[src/rtl/rssh_pkg.sv]
`timescale 1ns / 1ps
package rssh_pkg;

  localparam int COORD_BITS      = 16;
  localparam int PARAM_FRAC_BITS = 16;
  localparam int RAD_BITS        = COORD_BITS - 1;
  localparam int DIFF_BITS       = COORD_BITS + 1;
  localparam int PROD_BITS       = 2 * DIFF_BITS;
  localparam int SUM_BITS        = PROD_BITS + 2;
  localparam int DISC_BITS       = 2 * SUM_BITS;
  localparam int PARAM_BITS      = PARAM_FRAC_BITS + 1;
  localparam int QUEUE_DEPTH     = 4;
  localparam int QUEUE_AW        = $clog2(QUEUE_DEPTH);

  typedef enum logic [1:0] {
    ST_MISS   = 2'd0,
    ST_INSIDE = 2'd1,
    ST_ENTER  = 2'd2
  } status_t;

  typedef struct packed {
    logic signed [COORD_BITS-1:0] start_x;
    logic signed [COORD_BITS-1:0] start_y;
    logic signed [COORD_BITS-1:0] start_z;
    logic signed [COORD_BITS-1:0] end_x;
    logic signed [COORD_BITS-1:0] end_y;
    logic signed [COORD_BITS-1:0] end_z;
    logic signed [COORD_BITS-1:0] centre_x;
    logic signed [COORD_BITS-1:0] centre_y;
    logic signed [COORD_BITS-1:0] centre_z;
    logic        [RAD_BITS-1:0]   sphere_radius;
  } in_t;

  typedef struct packed {
    logic [1:0]            hit_status;
    logic [PARAM_BITS-1:0] hit_param;
  } out_t;

  // classified query handed from front to back
  typedef struct packed {
    logic                start_in;
    logic                live;
    logic [SUM_BITS-1:0] a;
    logic [SUM_BITS-1:0] m;
    logic [SUM_BITS-1:0] c;
  } work_t;

  typedef struct packed {
    logic                  start_in;
    logic                  live;
    logic [SUM_BITS-1:0]   a;
    logic [SUM_BITS-1:0]   m;
    logic [SUM_BITS-1:0]   c;
    logic [DISC_BITS-1:0]  m2;
    logic [DISC_BITS-1:0]  ac;
    logic [DISC_BITS-1:0]  rem;
    logic [SUM_BITS-1:0]   root;
    logic [SUM_BITS-1:0]   n;
    logic [SUM_BITS:0]     dq;
    logic [PARAM_BITS-1:0] quo;
  } pipe_t;

endpackage

[src/rtl/rssh_fifo.sv]
`timescale 1ns / 1ps
module rssh_fifo (
  input  logic            clk,
  input  logic            rst,
  input  logic            push,
  input  rssh_pkg::work_t wdata,
  output logic            full,
  input  logic            pop,
  output logic            empty,
  output rssh_pkg::work_t rdata
);

  localparam int AW = rssh_pkg::QUEUE_AW;

  rssh_pkg::work_t mem [rssh_pkg::QUEUE_DEPTH];
  logic [AW-1:0] wp, rp;
  logic [AW:0] cnt;

  assign full  = cnt == (AW+1)'(rssh_pkg::QUEUE_DEPTH);
  assign empty = cnt == '0;
  assign rdata = mem[rp];

  always_ff @(posedge clk) begin
    if (rst) begin
      wp  <= '0;
      rp  <= '0;
      cnt <= '0;
    end else begin
      if (push) wp <= wp + 1'b1;
      if (pop) rp <= rp + 1'b1;
      if (push && !pop) cnt <= cnt + 1'b1;
      else if (pop && !push) cnt <= cnt - 1'b1;
    end
  end

  always_ff @(posedge clk) begin
    if (push) mem[wp] <= wdata;
  end

endmodule

[config.mk]
export PLATFORM = sky130hd
export DESIGN_NAME = rssh_fifo
export DESIGN_NICKNAME = d
export VERILOG_FILES = /design/src/rtl/rssh_pkg.sv /design/src/rtl/rssh_fifo.sv
export SDC_FILE = /design/constraint.sdc
export NUM_CORES = 1
export LEC_CHECK = 0
export ABC_AREA = 1
export BUFFER_PORTS_ARGS = -buffer_cell sky130_fd_sc_hd__clkbuf_2
export CORE_ASPECT_RATIO = 0.7
export CORE_UTILIZATION = 45
export CTS_BUF_LIST = sky130_fd_sc_hd__clkbuf_8
export CTS_CLUSTER_SIZE = 30
export DETAILED_ROUTE_END_ITERATION = 7
export GPL_TIMING_DRIVEN = 0
export HOLD_SLACK_MARGIN = 0.08
export PLACE_DENSITY_LB_ADDON = 0.08
export SLEW_MARGIN = 20
export SYNTH_ARGS = -nofsm -noshare
export SYNTH_HDL_FRONTEND = slang
export SYNTH_SLANG_ARGS = --single-unit
[constraint.sdc]
create_clock -name clk -period 9.9 [get_ports clk]
set_input_delay 0 -clock clk [delete_from_list [all_inputs] [get_ports clk]]
set_output_delay 0 -clock clk [all_outputs]
set_load 0.01 [all_outputs]
# ---- Yosys cells after proc, flatten, opt, wreduce, memory -nomap -nowiden
# Memory sizes are Yosys's and may differ from the RTL's. A register that Yosys moved wholly into a read port is not among the register bits.
# Index checks and enable logic that the tools add are counted.
dict set report op_classes {
  add_sub_neg 4
  eq_ne 1
  n_mux 6
  reduce_logical 6
}
# op count
set op_table {}
lappend op_table {{$mux 3} 2}
lappend op_table {{$add 2x1->2 const B} 2}
lappend op_table {{$mux 2} 2}
lappend op_table {{$add 3x1->3 const B} 1}
lappend op_table {{$eq 3x3->1 const B} 1}
lappend op_table {{$logic_not 3->1} 1}
lappend op_table {{$sub 3x1->3 const B} 1}
lappend op_table {{$logic_and 1x1->1} 2}
lappend op_table {{$logic_not 1->1} 2}
lappend op_table {{$mux 1} 2}
lappend op_table {{$reduce_bool 2->1} 1}
dict set report totals {
  register_bits 7
  mem_bits_rw 440
  out_inout_bits 112
  n_memories 1
}
# memory depth word_bits rd rd_ports_with_merged_regs wr line_no
set mem_list {}
lappend mem_list {mem 4 110 1 1 1 rssh_fifo.sv:15} ;# rssh_pkg::work_t mem [rssh_pkg::QUEUE_DEPTH];

# ---- Depth between registers and ports, before layout
dict set report depth {
  ltp_word 4
  mapped_depth 10
  depth_no_buf 10
}

# ---- Least setup slack after synthesis
# No wires, ideal clock.
dict set report synth_timing {
  path_type {register to register}
  from {register wp[0]}
  to {memory mem[2][0] (netlist name) (enable)}
  setup_time_ps 463
  arrival_ps 2710
  setup_slack_ps 6726
  stages_incl_launch_ff 5
  synth_period_minus_slack_ps 3174
  cell_sequence {dfxtp_1 -> inv_1 -> ha_1 -> nand2_1 -> inv_1}
}
# item line_no
set synth_rtl {}
lappend synth_rtl {{start, declared} rssh_fifo.sv:16} ;# logic [AW-1:0] wp, rp;
lappend synth_rtl {{start signal, assigned} rssh_fifo.sv:29} ;# if (push) wp <= wp + 1'b1;
lappend synth_rtl {{end, declared} rssh_fifo.sv:15}
# No word-level cell before the write port.

# ---- Worst setup path after layout
dict set report layout_timing {
  from {input port push}
  to {register cnt[2]}
}
dict set report layout_between {
  elab_chain_cells 3
  word_cells_on_any_way 5
  classes_between {1 x mux; 4 x reduce/logical}
}
# item line_no
set layout_lines {}
lappend layout_lines {{start, declared} rssh_fifo.sv:5} ;# input logic push,
lappend layout_lines {{$logic_not 1->1} rssh_fifo.sv:32} ;# else if (pop && !push) cnt <= cnt - 1'b1;
lappend layout_lines {{$logic_and 1x1->1} rssh_fifo.sv:32}
lappend layout_lines {{$reduce_bool 2->1 (no source line)} -}
lappend layout_lines {{end signal, assigned} rssh_fifo.sv:31} ;# if (push && !pop) cnt <= cnt + 1'b1;
lappend layout_lines {{end signal, assigned} rssh_fifo.sv:32}
lappend layout_lines {{end, declared} rssh_fifo.sv:17} ;# logic [AW:0] cnt;
# Parallel ways exist; a longest one is shown, timed or not.
# A chain may end at the register's enable or synchronous reset.

==> results.toml <==
[floorplanning]
rows = 59
die_h_um = 165
die_area_um2 = 38800
dieWidth_um = 235
initial_utilization_pct = 45.9
core-area_um2 = 37300
ios = 226

[global_routing]
grt_use_total_pct = 21.3
grt-ovfl-total = 0
first_global_vias = 10700
antenna_found_initial = 4
grt_first_pass_wirelength_um = 61800
grt_max_degree = 79

[sta]
fin_skew_ns = 0.0272
tightest_slew_ns = 0.555
post-route-period-util_pct = 28.3
worst_slack_ns = 7.10
final_max_slew_viol_count = 0
fmax_mhz = 357
maxSlewHeadroom_pct = 63.0
rsz0062_at_grt = "no"
setup_violations = 0
hold_viol = 0
finalSetupTns_ns = 0
final.min_clock_period_ns = 2.80

[place]
pre_cts_ws_ns = 7.99
gp_congestion = 0.752
detailed_place_hpwl_um = 23600
dp.cells = 1839
io_buffers = 225

[routing]
num_vias = 10800
vias_per_cell = 5.15
dr.first_iter.drc_count = 631
wl_per_cell_um = 19.8
ant_nets = 0
routed_wl_um = 41400
drc = 0
dr.pass1.iters = 5

[finish]
drive_gt1_share_pct = 25.8
syn_to_final_growth_pct = 25.4
finalNetCount = 1662
final_cell_mix = "edfxtp_1, clkbuf_2, nor2_1"
final_cells = 2090
final_common_cell = "edfxtp_1"
fillers = 3010

[clock_network]
cts-root-buf = "clkbuf_8"
ctsHtreeMaxLevel = 3
numCtsBuffers = 71
tritoncts = "done"
cts_buffer_depth = 3
cts_sinks = 449
clkTransAtPathRegs_ns = 0.06
clkLatencyLatePin_ns = 0.61
cts_setup_buffers = 0

[synthesis]
seq_area_frac_synth_pct = 78.3
synth_area_leaders = "edfxtp_1, nor2_1, o21ai_0"
synth_cells = 1122
syn_nets = 1242
ys_ff_latch = 449
ys_types = 24
yosys_warnings = 0
syn-cell-area_um2 = 17100
synth_top_cell_by_area = "edfxtp_1"
postSynthAreaPerCell_um2 = 15.2
synth.top_cell.area_share_pct = 77.2

[setup_path]
end_kind = "register"
cp_data_required_time_ns = 10.40
slowest_stage = "dlygate4sd3_1"
cp-start-kind = "input pin"
crit_arrival_ns = 3.29
worstSetupPathType = "in2reg"
cp_max_fo = 6
slowest_delay_ns = 0.57
cp_common_cell = "dlygate4sd3_1"
crit_path_cell_trace = "dlygate4sd3_1, clkbuf_2, ha_1, dlygate4sd3_1, inv_1, fa_1, nand2_1, nand4_1, dlygate4sd3_1, nand2_1, nor2_1, dlygate4sd3_1"

[run]
maxCapViolations = 0

[power_and_ir_drop]
p_leak_nw = 7.79
cellPowerDensity_nw_per_um2 = 191
peakVddDrop_v = 0.000116

[worst_hold_path]
hold_path_class = "in2reg"

[run_status]
status = "completed"
[sequential cells by signal, summed over array words and instances, names as in the netlist, named ones only]
signal,flops
rp,2
mem,440
wp,2
cnt,3
[worst paths after layout]
check / from / end / slack (ns) / cells past startpoint
worst max-delay path: push / cnt[2] / 7.10 / 12
worst min-delay path: wdata[109] / mem[1][109] / 0.15 / 2
worst max register to register: cnt[0] / cnt[2] / 7.61 / 7
worst min register to register: rp[1] / rp[1] / 0.44 / 1
[layout make-up]
class	instances	area [um^2]	share of cell area, %
antenna	4	10.0	0.0467
clock inverter	52	215	1.00
clock buffer	77	1060	4.94
inverter	17	98.8	0.461
buffer	72	544	2.54
sequential	449	13400	62.4
timing repair buffer	347	2420	11.3
multi-input combinational	584	3100	14.4
tap	488	611	2.85
[synthesized netlist by cell type]
cell type and instances:
a21oi_1 3, buf_12 4, buf_2 20, buf_4 9, buf_6 20, clkbuf_1 19, dfxtp_1 9, edfxtp_1 440
fa_1 1, ha_1 5, inv_1 15, inv_2 1, inv_6 1, nand2_1 9, nand3_1 1, nand4_1 1
nor2_1 206, nor2_4 20, nor3_1 2, o21ai_0 135, o21ai_1 90, o22ai_1 90, o22ai_2 20, xor2_1 1
[repair_timing]
item / in CTS / in global routing
hold buffers: 118 / 0
endpoints found under the setup margin: 0 / 0
resized for setup: 0 / 0
endpoints found under the hold margin: 487 / 0
[stage by stage]
stage               hold slack, ns  util [%]  total power [mW]  area, um^2
floorplan                   0.0724         -              2.47       17100
CTS                         0.0917      57.5              4.13       21400
global route                 0.115      57.5              4.25       21400
detailed placement           0.180      50.9              2.67       19000
finish                       0.146      57.5              4.09       21400
global placement             0.176      50.5              2.67       18800
[worst max-delay path: cells and delay by family]
family                   cells  cell delay, ns
buffers and inverters        6            2.46
adder cells (fa/ha/maj)      2            0.55
AND/OR/NAND/NOR              4            0.28
[report_power, final]
part           switching (mW)  internal (mW)
clock network           0.708          0.715
registers              0.0191           2.17
logic                   0.292          0.179
total                    1.02           3.07
[metal layers]
metal  up-vias  GRT usage (%)  part of all wire (%)
li1       5113              -                     -
met4         0           7.39                   2.0
met5         -              0                     0
met3        62           5.20                   5.9
met1      5284           29.2                    45
met2       307           33.4                    47
[logic make-up (layout without fill, tap and decap cells)]
family          after synthesis  in the layout  synth area share [%]
xor+xnor                      1              1                0.0512
compound gates              338            338                  11.4
flops                       449            449                  78.3
buf+inv                      89            565                  3.58
fa+ha+maj                     6              6                 0.483
other cells                   0              4                     0
simple gates                239            239                  6.16
(Power assumes the default switching activity.)
